<file path="src/sv/psc_pkg.sv">
package psc_pkg;

    localparam logic [7:0] CH_STRESS = 8'h27;
    localparam logic [7:0] CH_ONE    = 8'h31;
    localparam logic [7:0] CH_SPACE  = 8'h20;

    localparam int IDX_W      = 5;
    localparam int FIFO_DEPTH = 4;
    localparam int PTR_W      = 2;
    localparam int CNT_W      = 3;

    // symbol indexes: single-character symbols first, then the pairs
    localparam logic [IDX_W-1:0] IDX_T  = 5'd2;
    localparam logic [IDX_W-1:0] IDX_D  = 5'd3;
    localparam logic [IDX_W-1:0] IDX_R  = 5'd21;
    localparam logic [IDX_W-1:0] IDX_J  = 5'd23;
    localparam logic [IDX_W-1:0] IDX_TS = 5'd28;
    localparam logic [IDX_W-1:0] IDX_JJ = 5'd29;
    localparam logic [IDX_W-1:0] IDX_RR = 5'd30;
    localparam logic [IDX_W-1:0] IDX_DZ = 5'd31;

    typedef struct packed {
        logic             found;
        logic [IDX_W-1:0] idx;
    } psc_hit_t;

    typedef struct packed {
        logic [IDX_W-1:0] a_idx;
        logic             a_st;
        logic             b_vld;
        logic [IDX_W-1:0] b_idx;
        logic             b_st;
        logic             wend;
    } psc_cmd_t;

    function automatic psc_hit_t mono_lookup(input logic [7:0] c);
        psc_hit_t h;
        h.found = 1'b1;
        h.idx   = '0;
        case (c)
            "p": h.idx = 5'd0;
            "b": h.idx = 5'd1;
            "t": h.idx = IDX_T;
            "d": h.idx = IDX_D;
            "k": h.idx = 5'd4;
            "g": h.idx = 5'd5;
            "m": h.idx = 5'd6;
            "n": h.idx = 5'd7;
            "J": h.idx = 5'd8;
            "N": h.idx = 5'd9;
            "B": h.idx = 5'd10;
            "f": h.idx = 5'd11;
            "T": h.idx = 5'd12;
            "D": h.idx = 5'd13;
            "s": h.idx = 5'd14;
            "z": h.idx = 5'd15;
            "x": h.idx = 5'd16;
            "G": h.idx = 5'd17;
            "l": h.idx = 5'd18;
            "L": h.idx = 5'd19;
            "e": h.idx = 5'd20;
            "r": h.idx = IDX_R;
            "i": h.idx = 5'd22;
            "j": h.idx = IDX_J;
            "a": h.idx = 5'd24;
            "o": h.idx = 5'd25;
            "u": h.idx = 5'd26;
            "w": h.idx = 5'd27;
            default: h.found = 1'b0;
        endcase
        return h;
    endfunction

    function automatic psc_hit_t duo_lookup(input logic [7:0] a, input logic [7:0] b);
        psc_hit_t h;
        h.found = 1'b1;
        h.idx   = '0;
        if (a == "t" && b == "S") begin
            h.idx = IDX_TS;
        end else if (a == "j" && b == "j") begin
            h.idx = IDX_JJ;
        end else if (a == "r" && b == "r") begin
            h.idx = IDX_RR;
        end else if (a == "d" && b == "Z") begin
            h.idx = IDX_DZ;
        end else begin
            h.found = 1'b0;
        end
        return h;
    endfunction

    function automatic logic is_lead(input logic [7:0] c);
        return (c == "t") || (c == "j") || (c == "r") || (c == "d");
    endfunction

    function automatic logic [1:0] name_len(input logic [IDX_W-1:0] idx);
        logic [1:0] n;
        case (idx)
            5'd8:  n = 2'd3;
            5'd9, 5'd12, 5'd13, 5'd19, 5'd20, 5'd21, 5'd22, 5'd24, 5'd25, 5'd26,
            IDX_TS, IDX_DZ: n = 2'd2;
            5'd10, 5'd16, 5'd17, IDX_JJ: n = 2'd0;
            default: n = 2'd1;
        endcase
        return n;
    endfunction

    // characters of a name, first character in the low byte
    function automatic logic [23:0] name_str(input logic [IDX_W-1:0] idx);
        logic [23:0] s;
        case (idx)
            5'd0:   s = {8'h00, 8'h00, "p"};
            5'd1:   s = {8'h00, 8'h00, "b"};
            IDX_T:  s = {8'h00, 8'h00, "t"};
            IDX_D:  s = {8'h00, 8'h00, "d"};
            5'd4:   s = {8'h00, 8'h00, "k"};
            5'd5:   s = {8'h00, 8'h00, "g"};
            5'd6:   s = {8'h00, 8'h00, "m"};
            5'd7:   s = {8'h00, 8'h00, "n"};
            5'd8:   s = {"g", "n", "e"};
            5'd9:   s = {8'h00, "g", "n"};
            5'd11:  s = {8'h00, 8'h00, "f"};
            5'd12:  s = {8'h00, "h", "t"};
            5'd13:  s = {8'h00, "h", "d"};
            5'd14:  s = {8'h00, 8'h00, "s"};
            5'd15:  s = {8'h00, 8'h00, "z"};
            5'd18:  s = {8'h00, 8'h00, "l"};
            5'd19:  s = {8'h00, "l", "e"};
            5'd20:  s = {8'h00, "h", "e"};
            IDX_R:  s = {8'h00, "x", "d"};
            5'd22:  s = {8'h00, "y", "t"};
            IDX_J:  s = {8'h00, 8'h00, "y"};
            5'd24:  s = {8'h00, "a", "a"};
            5'd25:  s = {8'h00, "o", "a"};
            5'd26:  s = {8'h00, "w", "u"};
            5'd27:  s = {8'h00, 8'h00, "w"};
            IDX_TS: s = {8'h00, "h", "c"};
            IDX_RR: s = {8'h00, 8'h00, "r"};
            IDX_DZ: s = {8'h00, "h", "j"};
            default: s = '0;
        endcase
        return s;
    endfunction

endpackage

</file>
<file path="src/sv/psc_front.sv">
module psc_front
    import psc_pkg::*;
(
    input  logic        aclk,
    input  logic        aresetn,
    input  logic        s_tvalid,
    output logic        s_tready,
    input  logic [7:0]  s_tdata,
    input  logic        s_tlast,
    input  logic        fifo_full,
    output logic        push,
    output psc_cmd_t    push_data
);

    logic       held_valid_reg, held_valid_next;
    logic [7:0] held_char_reg, held_char_next;
    logic       held_stress_reg, held_stress_next;
    logic       stress_reg, stress_next;

    logic       accept;
    psc_hit_t   duo_hit, held_hit, cur_hit;
    logic       consumed, hold_cur, job_a, job_b;
    logic [IDX_W-1:0] a_idx;

    assign s_tready = !fifo_full;
    assign accept   = s_tvalid && s_tready;

    always_comb begin
        duo_hit  = duo_lookup(held_char_reg, s_tdata);
        held_hit = mono_lookup(held_char_reg);
        cur_hit  = mono_lookup(s_tdata);
        consumed = held_valid_reg && duo_hit.found;
        hold_cur = !consumed && s_tdata != CH_STRESS && is_lead(s_tdata) && !s_tlast;
        job_a    = held_valid_reg && (duo_hit.found || held_hit.found);
        a_idx    = duo_hit.found ? duo_hit.idx : held_hit.idx;
        job_b    = !consumed && s_tdata != CH_STRESS && !hold_cur && cur_hit.found;

        held_valid_next  = hold_cur;
        held_char_next   = hold_cur ? s_tdata : 8'h00;
        held_stress_next = hold_cur && stress_reg;

        stress_next = stress_reg;
        if (!consumed) begin
            if (s_tdata == CH_STRESS) begin
                stress_next = 1'b1;
            end else if (hold_cur || job_b) begin
                stress_next = 1'b0;
            end
        end
        if (s_tlast) begin
            stress_next = 1'b0;
        end

        // a lone current symbol moves into the first slot
        push_data.wend = s_tlast;
        if (job_a) begin
            push_data.a_idx = a_idx;
            push_data.a_st  = held_stress_reg;
            push_data.b_vld = job_b;
        end else begin
            push_data.a_idx = cur_hit.idx;
            push_data.a_st  = stress_reg;
            push_data.b_vld = 1'b0;
        end
        push_data.b_idx = cur_hit.idx;
        push_data.b_st  = stress_reg;

        push = accept && (job_a || job_b);
    end

    always_ff @(posedge aclk) begin
        if (!aresetn) begin
            held_valid_reg  <= 1'b0;
            held_char_reg   <= 8'h00;
            held_stress_reg <= 1'b0;
            stress_reg      <= 1'b0;
        end else if (accept) begin
            held_valid_reg  <= held_valid_next;
            held_char_reg   <= held_char_next;
            held_stress_reg <= held_stress_next;
            stress_reg      <= stress_next;
        end
    end

endmodule

</file>
<file path="src/sv/psc_fifo.sv">
module psc_fifo
    import psc_pkg::*;
(
    input  logic     aclk,
    input  logic     aresetn,
    input  logic     push,
    input  psc_cmd_t push_data,
    output logic     full,
    input  logic     pop,
    output psc_cmd_t pop_data,
    output logic     empty
);

    psc_cmd_t          mem_reg [FIFO_DEPTH];
    logic [PTR_W-1:0]  wr_ptr_reg, rd_ptr_reg;
    logic [CNT_W-1:0]  count_reg, count_next;

    assign full     = count_reg == CNT_W'(FIFO_DEPTH);
    assign empty    = count_reg == '0;
    assign pop_data = mem_reg[rd_ptr_reg];

    always_comb begin
        count_next = count_reg;
        if (push && !pop) begin
            count_next = count_reg + 1'b1;
        end else if (pop && !push) begin
            count_next = count_reg - 1'b1;
        end
    end

    always_ff @(posedge aclk) begin
        if (push) begin
            mem_reg[wr_ptr_reg] <= push_data;
        end
    end

    always_ff @(posedge aclk) begin
        if (!aresetn) begin
            wr_ptr_reg <= '0;
            rd_ptr_reg <= '0;
            count_reg  <= '0;
        end else begin
            if (push) begin
                wr_ptr_reg <= wr_ptr_reg + 1'b1;
            end
            if (pop) begin
                rd_ptr_reg <= rd_ptr_reg + 1'b1;
            end
            count_reg <= count_next;
        end
    end

endmodule

</file>
<file path="src/sv/psc_back.sv">
module psc_back
    import psc_pkg::*;
(
    input  logic       aclk,
    input  logic       aresetn,
    input  logic       fifo_empty,
    input  psc_cmd_t   fifo_data,
    output logic       pop,
    output logic       m_tvalid,
    input  logic       m_tready,
    output logic [7:0] m_tdata,
    output logic       m_tlast,
    output logic       m_tuser
);

    logic       cmd_valid_reg;
    psc_cmd_t   cmd_reg;
    logic       job_reg;
    logic [2:0] pos_reg;

    logic       out_valid_reg;
    logic [7:0] out_data_reg;
    logic       out_last_reg;
    logic       out_wlast_reg;

    logic [IDX_W-1:0] cur_idx;
    logic             cur_st;
    logic [2:0]       len;
    logic [23:0]      str;
    logic [7:0]       cur_byte;
    logic             is_space, fin, can_load, emit;

    always_comb begin
        cur_idx  = job_reg ? cmd_reg.b_idx : cmd_reg.a_idx;
        cur_st   = job_reg ? cmd_reg.b_st : cmd_reg.a_st;
        len      = {1'b0, name_len(cur_idx)};
        str      = name_str(cur_idx);
        is_space = 1'b0;
        if (pos_reg < len) begin
            cur_byte = str[pos_reg[1:0]*8 +: 8];
        end else if (pos_reg == len && cur_st) begin
            cur_byte = CH_ONE;
        end else begin
            cur_byte = CH_SPACE;
            is_space = 1'b1;
        end
        fin      = is_space && (job_reg || !cmd_reg.b_vld);
        can_load = !out_valid_reg || m_tready;
        emit     = cmd_valid_reg && can_load;
        pop      = !fifo_empty && (!cmd_valid_reg || (emit && fin));
    end

    always_ff @(posedge aclk) begin
        if (!aresetn) begin
            cmd_valid_reg <= 1'b0;
            job_reg       <= 1'b0;
            pos_reg       <= '0;
            out_valid_reg <= 1'b0;
        end else begin
            if (pop) begin
                cmd_valid_reg <= 1'b1;
                job_reg       <= 1'b0;
                pos_reg       <= '0;
            end else if (emit) begin
                if (fin) begin
                    cmd_valid_reg <= 1'b0;
                end
                if (is_space) begin
                    job_reg <= 1'b1;
                    pos_reg <= '0;
                end else begin
                    pos_reg <= pos_reg + 1'b1;
                end
            end
            if (can_load) begin
                out_valid_reg <= emit;
            end
        end
    end

    always_ff @(posedge aclk) begin
        if (pop) begin
            cmd_reg <= fifo_data;
        end
        if (emit) begin
            out_data_reg  <= cur_byte;
            out_last_reg  <= fin;
            out_wlast_reg <= fin && cmd_reg.wend;
        end
    end

    assign m_tvalid = out_valid_reg;
    assign m_tdata  = out_data_reg;
    assign m_tlast  = out_last_reg;
    assign m_tuser  = out_wlast_reg;

endmodule

</file>
<file path="src/sv/phoneme_symbol_converter.sv">
// the first output byte of a request passes a queue entry, the command register and the output register;
// a held t, j, r or d waits for the next request before it is decided
// throughput: one output byte per cycle from the back end while m_tready is high; a request yields
// zero to nine bytes, a four-entry queue lets the front run ahead
// the front accepts one request per cycle while the queue has room
// reset: synchronous active-low aresetn clears lookahead, stress, queue and output
module phoneme_symbol_converter
    import psc_pkg::*;
(
    input  logic       aclk,
    input  logic       aresetn,
    input  logic       s_tvalid,
    output logic       s_tready,
    input  logic [7:0] s_tdata,   // in_byte
    input  logic       s_tlast,   // word_end
    output logic       m_tvalid,
    input  logic       m_tready,
    output logic [7:0] m_tdata,   // out_byte
    output logic       m_tlast,   // run_last
    output logic       m_tuser    // word_last
);

    logic     fifo_full, fifo_empty, push, pop;
    psc_cmd_t push_data, pop_data;

    psc_front u_front (
        .aclk      (aclk),
        .aresetn   (aresetn),
        .s_tvalid  (s_tvalid),
        .s_tready  (s_tready),
        .s_tdata   (s_tdata),
        .s_tlast   (s_tlast),
        .fifo_full (fifo_full),
        .push      (push),
        .push_data (push_data)
    );

    psc_fifo u_fifo (
        .aclk      (aclk),
        .aresetn   (aresetn),
        .push      (push),
        .push_data (push_data),
        .full      (fifo_full),
        .pop       (pop),
        .pop_data  (pop_data),
        .empty     (fifo_empty)
    );

    psc_back u_back (
        .aclk       (aclk),
        .aresetn    (aresetn),
        .fifo_empty (fifo_empty),
        .fifo_data  (pop_data),
        .pop        (pop),
        .m_tvalid   (m_tvalid),
        .m_tready   (m_tready),
        .m_tdata    (m_tdata),
        .m_tlast    (m_tlast),
        .m_tuser    (m_tuser)
    );

endmodule
</file>
<file path="config.mk">
export PLATFORM = sky130hd
export DESIGN_NAME = phoneme_symbol_converter
export DESIGN_NICKNAME = d
export VERILOG_FILES = /design/src/sv/psc_pkg.sv /design/src/sv/psc_front.sv /design/src/sv/psc_fifo.sv /design/src/sv/psc_back.sv /design/src/sv/phoneme_symbol_converter.sv
export SDC_FILE = /design/constraint.sdc
export NUM_CORES = 1
export LEC_CHECK = 0
export ABC_AREA = 1
export CAP_MARGIN = 20
export CORE_ASPECT_RATIO = 0.8
export CORE_UTILIZATION = 64
export DETAILED_ROUTE_END_ITERATION = 8
export DONT_BUFFER_PORTS = 1
export HOLD_SLACK_MARGIN = 0.05
export MAX_ROUTING_LAYER = met4
export PLACE_DENSITY_LB_ADDON = 0.08
export SLEW_MARGIN = 20
export SYNTH_ARGS = -nofsm -noshare
export SYNTH_HDL_FRONTEND = slang
export SYNTH_SLANG_ARGS = --single-unit
</file>
<file path="constraint.sdc">
create_clock -name aclk -period 4.45 [get_ports aclk]
set_input_delay 0.445 -clock aclk [delete_from_list [all_inputs] [get_ports aclk]]
set_output_delay 0.445 -clock aclk [all_outputs]
set_load 0.005 [all_outputs]
</file>
==> results.md, run 1 <==
- Status: finished, final reports clean
- Primary FF master, synth: edfxtp_1
- Least-Margin Pin Slew: around 1.1 ns
- Sw Ratio: 40.21%
- Share of cells above drive strength 1: 11.44%
- I/O Buffers: 0
- Antenna diode count: 0
- Startpoint types: flip-flop
- Initial antenna violation count: 0
- Post-synth top area cell: edfxtp_1
- Min Clock Period, post-route: just under 4 ns
- Die area: 9604 um^2
- Clk sinks: 103
- Fmax: 0.2529 GHz
- Largest cells by area after synthesis: edfxtp_1, nand2_1, dfxtp_1
- Final setup viols: 0
- Pwr Density: 587.2 nW/um^2
- Max cap viols: 0
- CP Data Arrival Time: 4.19 ns
- Row cnt: 30
- Synthesized area per cell: 8.023 um^2
- Post-synth EDFFs: 79
- Crit Path Category: flip-flop to flip-flop
- DRT Pass-1 Iters: 5
- GPL Wtd Cong: between 0.9 and 1
- Netlist cell types: 41
- Fillers: 666
- Mapped cell area: 5897 um^2
- Register area share after synthesis: 48.38%
- Synthesized instance count: 735
- Critical Path Sink Type: flip-flop
- Cts bufs inserted: 9
- Placed cell count: 839
- IO Pins: 25
- Register Area: 2853 um^2
- Final period utilization: 88.85%
- Vias in the first global route: 4625
- Max Root-Sink Buffers: 2
- Most frequent cells in the layout: nand2_1, nor2_1, edfxtp_1
- Sequential Power Share: 37.6%
- Remaining global-route overflow: 0
- Unrepaired setup endpoints after global routing: no
- DRC violations left: 0
- Peak VDD IR: 355.9 uV
- Post-Syn Nets: about 760
- Vias per inst: 5.982
- Min-Delay Path Class: primary input to flip-flop
- TNS Setup: 0 ns
- Initial DRC count: 608
- CTS Hold Bufs: 0
- Sw Pwr: around 1.5 mW
- Max reg flops: 56
- Crit path max fanout: 5
- CTS-repair resized insts: 0
- Detailed-route via count: ~5100
- Core Area: 8708 um^2
- Critical Path RT: 4.68 ns
- Yosys reg bits: 103
- Worst slew margin: 28.14%
- CTS clk-pin slew, worst paths: 0.07 ns
- H-Tree Depth: 3
- P&R area growth vs syn: 7.235%
- Starting Density: 67.72%
- Antenna viol nets, final: 0
- Multi-input logic area: 2616 um^2
- Wirelength per Cell: 16.50 um
- Comb pwr share: 41.1%
- Largest net degree at the start of global routing: 31
- Total GRT Usage: 32.27%
- CTS tree: built
- Clock skew: 0.006953 ns
- Clk pwr share: 21.4%
- Synth top area share: 40.23%
- Pwr Total: 3.713 mW
- CTS Root Cell: clkbuf_16
- Lkg Pwr: 2.798 nW
- Internal power: roughly 2.2 mW
- Post-CTS Setup Repair Bufs: 0
- Fin. Hold Viols: 0
- First-pass GRT wire length: roughly 23000 um
- Clk_lat worst skew: around 0.34 ns
- Post-synth ARST share: 0%
- Die width: 109.3 um
- Detailed placement HPWL: 10390 um
- Slew Limit Fails: 0
- Post-Layout Cell Count: 855
- Most common cell after layout, fill and taps aside: nand2_1
- Die Y: 87.86 um
- Ys Warns: 0
- Nets: 767
- Drt total wl: 14110 um
==> layout make-up <==
class                           count  share of cell area (%)
Timing Repair Buffer                9                   1.068
Tap cell                          112                   2.216
Clock inverter                      4                  0.4947
Multi-Input combinational cell    525                   41.37
Clock buffer                       12                   4.393
Sequential cell                   103                   45.11
Inverter                           90                   5.342
==> logic make-up (layout without fill, tap and decap cells) <==
kind of cell	after synthesis	count (layout)	synth area share (%)
AO/OA/AOI/OAI	121	121	11.84
XOR/XNOR	1	1	0.1486
adder cells (fa/ha/maj)	16	16	3.522
buffers and inverters	107	115	7.256
flip-flops	103	103	48.38
other	1	1	0.06359
AND/OR/NAND/NOR	386	386	28.79
==> power groups by stage <==
stage | Combinational (mW) | Clock (mW) | Sequential, mW
floorplan | 1.15 | 0 | 1.34
global placement | 1.46 | 0 | 1.40
detailed placement | 1.48 | 0 | 1.41
CTS | 1.50 | 0.797 | 1.39
global route | 1.71 | 0.835 | 1.41
finish | 1.52 | 0.793 | 1.40
==> cell usage after synthesis (all sizes together) (2+ instances only) <==
master     n
nand4      8
edfxtp    79
o211ai     3
nor2     128
a211oi     2
ha        15
nor4       4
a21oi     36
nand2    189
clkbuf    10
nor3      15
inv       89
o2111ai    2
o21ai     55
buf        7
or2        2
dfxtp     24
nand3     39
a31oi      5
o22ai     14
==> stage by stage <==
stage                     utilization (%)  hold slack, ns  cell area (um^2)  setup WS, ns
after floorplan                         -          0.4419              5897        0.4275
after global placement              69.07          0.4535              6015        0.6252
after detailed placement            69.07          0.4604              6015        0.4149
after CTS                           72.61          0.1877              6324        0.3698
after global routing                72.61          0.1823              6324       0.01905
final                               72.61          0.1924              6324        0.4963
==> final timing paths <==
path	cells past startpoint	from	slack, ns	to
min reg2reg	2	u_front.held_char_reg[7]	0.47	u_front.held_char_reg[7]
min	0	s_tlast	0.19	u_fifo.mem_reg[0][0]
max reg2reg	27	u_back.job_reg	0.50	u_fifo.count_reg[2]
max	27	u_back.job_reg	0.50	u_fifo.count_reg[2]
==> routing by layer <==
metal,track usage (%),wire length [um]
met1,44.51,6044
met2,48.43,6284
met3,6.622,1549
met4,9.212,229
met5,-,0
==> worst max-delay path, cell delays in order (launching register included) <==
cell and delay [ns]:
dfxtp_1 0.33, inv_1 0.07, or2_2 0.27, o21ai_1 0.20, inv_1 0.19, ha_1 0.23, nor2_1 0.14, nor2_1 0.07
nand2_1 0.09, a31oi_1 0.12, ha_1 0.33, nand2_1 0.05, nand2_1 0.11, nand2_1 0.09, inv_1 0.07, nand2_1 0.08
o21ai_1 0.17, inv_1 0.07, nor2_2 0.10, inv_1 0.08, ha_1 0.19, inv_1 0.12, fa_1 0.22, nor2_1 0.05
nor2_1 0.11, nand2_1 0.08, o21ai_0 0.18, a21oi_1 0.06
(Power assumes the default switching activity.)
==> run 2: changes to the inputs <==
--- a/config.mk
+++ b/config.mk
@@ -13,7 +13,7 @@
 export DONT_BUFFER_PORTS = 1
 export HOLD_SLACK_MARGIN = 0.05
 export MAX_ROUTING_LAYER = met4
-export PLACE_DENSITY_LB_ADDON = 0.08
+export PLACE_DENSITY = 0.92
 export SLEW_MARGIN = 20
 export SYNTH_ARGS = -nofsm -noshare
 export SYNTH_HDL_FRONTEND = slang
==> results.md, run 2 (synthesized netlist as in run 1, its figures left out) <==
- Startpoint types: flip-flop
- Min-Delay Path Class: primary input to flip-flop
- Drt total wl: 15020 um (+6.4%)
- Register Area: 2853 um^2 (unchanged)
- Die Y: 87.86 um (unchanged)
- Unrepaired setup endpoints after global routing: no
- Internal power: 2.192 mW (-1.3%)
- Lkg Pwr: 2.802 nW (+0.14%)
- Status: finished, final reports clean
- Nets: 769 (+0.26%)
- Die area: 9604 um^2 (unchanged)
- Most common cell after layout, fill and taps aside: nand2_1
- CTS Root Cell: clkbuf_16
- Share of cells above drive strength 1: 12.08% (+0.64 points)
- Sw Ratio: 41.77% (+1.6 points)
- Sequential Power Share: 36.5% (-1.1 points)
- IO Pins: 25 (unchanged)
- Fin. Hold Viols: 0 (unchanged)
- Setup crit start: u_back.job_reg
- Most frequent cells in the layout: nand2_1, nor2_1, edfxtp_1
- CTS tree: built
- Crit Path Category: flip-flop to flip-flop
- Clk sinks: 103 (unchanged)
- Max reg flops: 56 (unchanged)
- Start of the worst register-to-register path: u_back.job_reg
- TNS Setup: 0 ns (unchanged)
- DRC violations left: 0 (unchanged)
- First-pass GRT wire length: 23550 um (+4.4%)
- Die width: 109.3 um (unchanged)
- Cts bufs inserted: 9 (unchanged)
- Starting Density: 67.72% (unchanged)
- Critical Path Sink Type: flip-flop
- Max cap viols: 0 (unchanged)
- Least-Margin Pin Slew: 0.8847 ns (-0.1917 ns)
- GPL Wtd Cong: 0.9731 (+1.6%)
- Min Clock Period, post-route: 4.005 ns (+0.05121 ns)
- Placed cell count: 839 (unchanged)
- Vias per inst: 6.163 (+3.0%)
- Core Area: 8708 um^2 (unchanged)
- Pwr Density: 592.7 nW/um^2 (+0.93%)
- Antenna diode count: 0 (unchanged)
- Largest net degree at the start of global routing: 31 (unchanged)
- Sw Pwr: 1.572 mW (+5.3%)
- Fmax: 0.2497 GHz (-1.3%)
- Wirelength per Cell: 17.52 um (+6.2%)
- Slew Limit Fails: 0 (unchanged)
- Vias in the first global route: 4830 (+4.4%)
- Worst slew margin: 40.96% (+13 points)
- Final period utilization: 90.00% (+1.2 points)
- Antenna viol nets, final: 0 (unchanged)
- CTS clk-pin slew, worst paths: 0.07 ns (about the same)
- Row cnt: 30 (unchanged)
- Remaining global-route overflow: 0 (unchanged)
- P&R area growth vs syn: 7.702%
- Clock skew: 0.008966 ns (+0.002013 ns)
- Detailed placement HPWL: 10700 um (+3.0%)
- Clk_lat worst skew: 0.36 ns (+0.02 ns)
- DRT Pass-1 Iters: 5 (unchanged)
- Comb pwr share: 42.9% (+1.8 points)
- Critical Path RT: 4.74 ns (+0.06 ns)
- I/O Buffers: 0 (unchanged)
- Crit path max fanout: 9 (+4)
- Peak VDD IR: 354.3 uV (-0.44%)
- H-Tree Depth: 3 (unchanged)
- CP Data Arrival Time: 4.30 ns (+0.11 ns)
- Total GRT Usage: 34.00% (+1.7 points)
- Post-Layout Cell Count: 857 (+0.23%)
- Multi-input logic area: 2641 um^2 (+0.96%)
- Clk pwr share: 20.6% (-0.8 points)
- Initial antenna violation count: 0 (unchanged)
- Initial DRC count: 531 (-13%)
- Min-Delay Startpoint: s_tlast
- Fillers: 643 (-3.5%)
- Final setup viols: 0 (unchanged)
- Detailed-route via count: 5282 (+3.3%)
- Max Root-Sink Buffers: 2 (unchanged)
==> run 2: changes by cell type in the layout (fill, tap and decap cells not counted), sizes merged <==
cell	delta
buf	+2
clkbuf	-2
clkinv	+2
==> run 2: worst paths after layout <==
kind | endpoint | cells after the start | slack, ns
worst max-delay path | u_fifo.count_reg[2] | 27 | 0.45
worst min-delay path | u_fifo.mem_reg[2][0] | 0 | 0.18
worst max register to register | u_fifo.count_reg[2] | 27 | 0.45
worst min register to register | u_front.held_char_reg[7] | 2 | 0.47
==> run 2: per-layer routing <==
metal,global-route usage [%],vias up,share of wire [%]
met5,-,-,0
li1,-,2454,-
met4,11.03,0,2.0
met3,7.887,44,11
met2,51.74,333,46
met1,45.22,2451,41
==> run 2: repair_timing <==
item	CTS	global route
endpoints found under the setup margin	0	4
hold buffers	0	0
buffers inserted	0	2
endpoints found under the hold margin	0	0
resized for setup	0	6
==> run 2: power groups by stage <==
stage	registers, mW	logic (mW)	clock network (mW)
floorplan	1.34	1.15	0
global route	1.39	1.81	0.815
global placement	1.38	1.47	0
finish	1.37	1.61	0.776
detailed placement	1.39	1.51	0
CTS	1.37	1.54	0.776
==> run 2: layout make-up <==
cell class                 instances  area share (%)
timing repair buffer              11           1.300
tap                              112           2.206
inverter                          90           5.319
multi-input combinational        525           41.59
clock buffer                      10           3.605
sequential                       103           44.92
clock inverter                     6           1.064
==> run 2: critical path: stages, from the launching register on <==
cell and delay, ns:
dfxtp_1 0.37, buf_4 0.21, nand2_1 0.11, o21ai_4 0.12
inv_1 0.15, ha_1 0.26, inv_1 0.07, nor2_1 0.05
nor2_1 0.20, a32o_1 0.18, a21oi_1 0.07, ha_1 0.29
nand4_1 0.10, nand2_1 0.10, inv_1 0.06, nand2_1 0.12
o21ai_2 0.08, inv_1 0.09, nor2_2 0.05, inv_1 0.11
ha_1 0.17, inv_1 0.09, fa_1 0.46, nor2_1 0.13
nor2_1 0.05, nand2_1 0.07, o21ai_0 0.07, a21oi_1 0.10
==> run 2: metrics by stage <==
step / hold slack, ns / worst slack, ns / power, mW / utilization (%) / instance area (um^2)
after floorplan: 0.4419 / 0.4275 / 2.497 / - / 5897
after global placement: 0.4499 / 0.5513 / 2.852 / 69.07 / 6015
after detailed placement: 0.4644 / 0.3565 / 2.895 / 69.07 / 6015
after CTS: 0.1780 / 0.1964 / 3.681 / 72.47 / 6311
after global routing: 0.1771 / 0.05158 / 4.010 / 72.93 / 6351
final: 0.1834 / 0.4451 / 3.764 / 72.93 / 6351
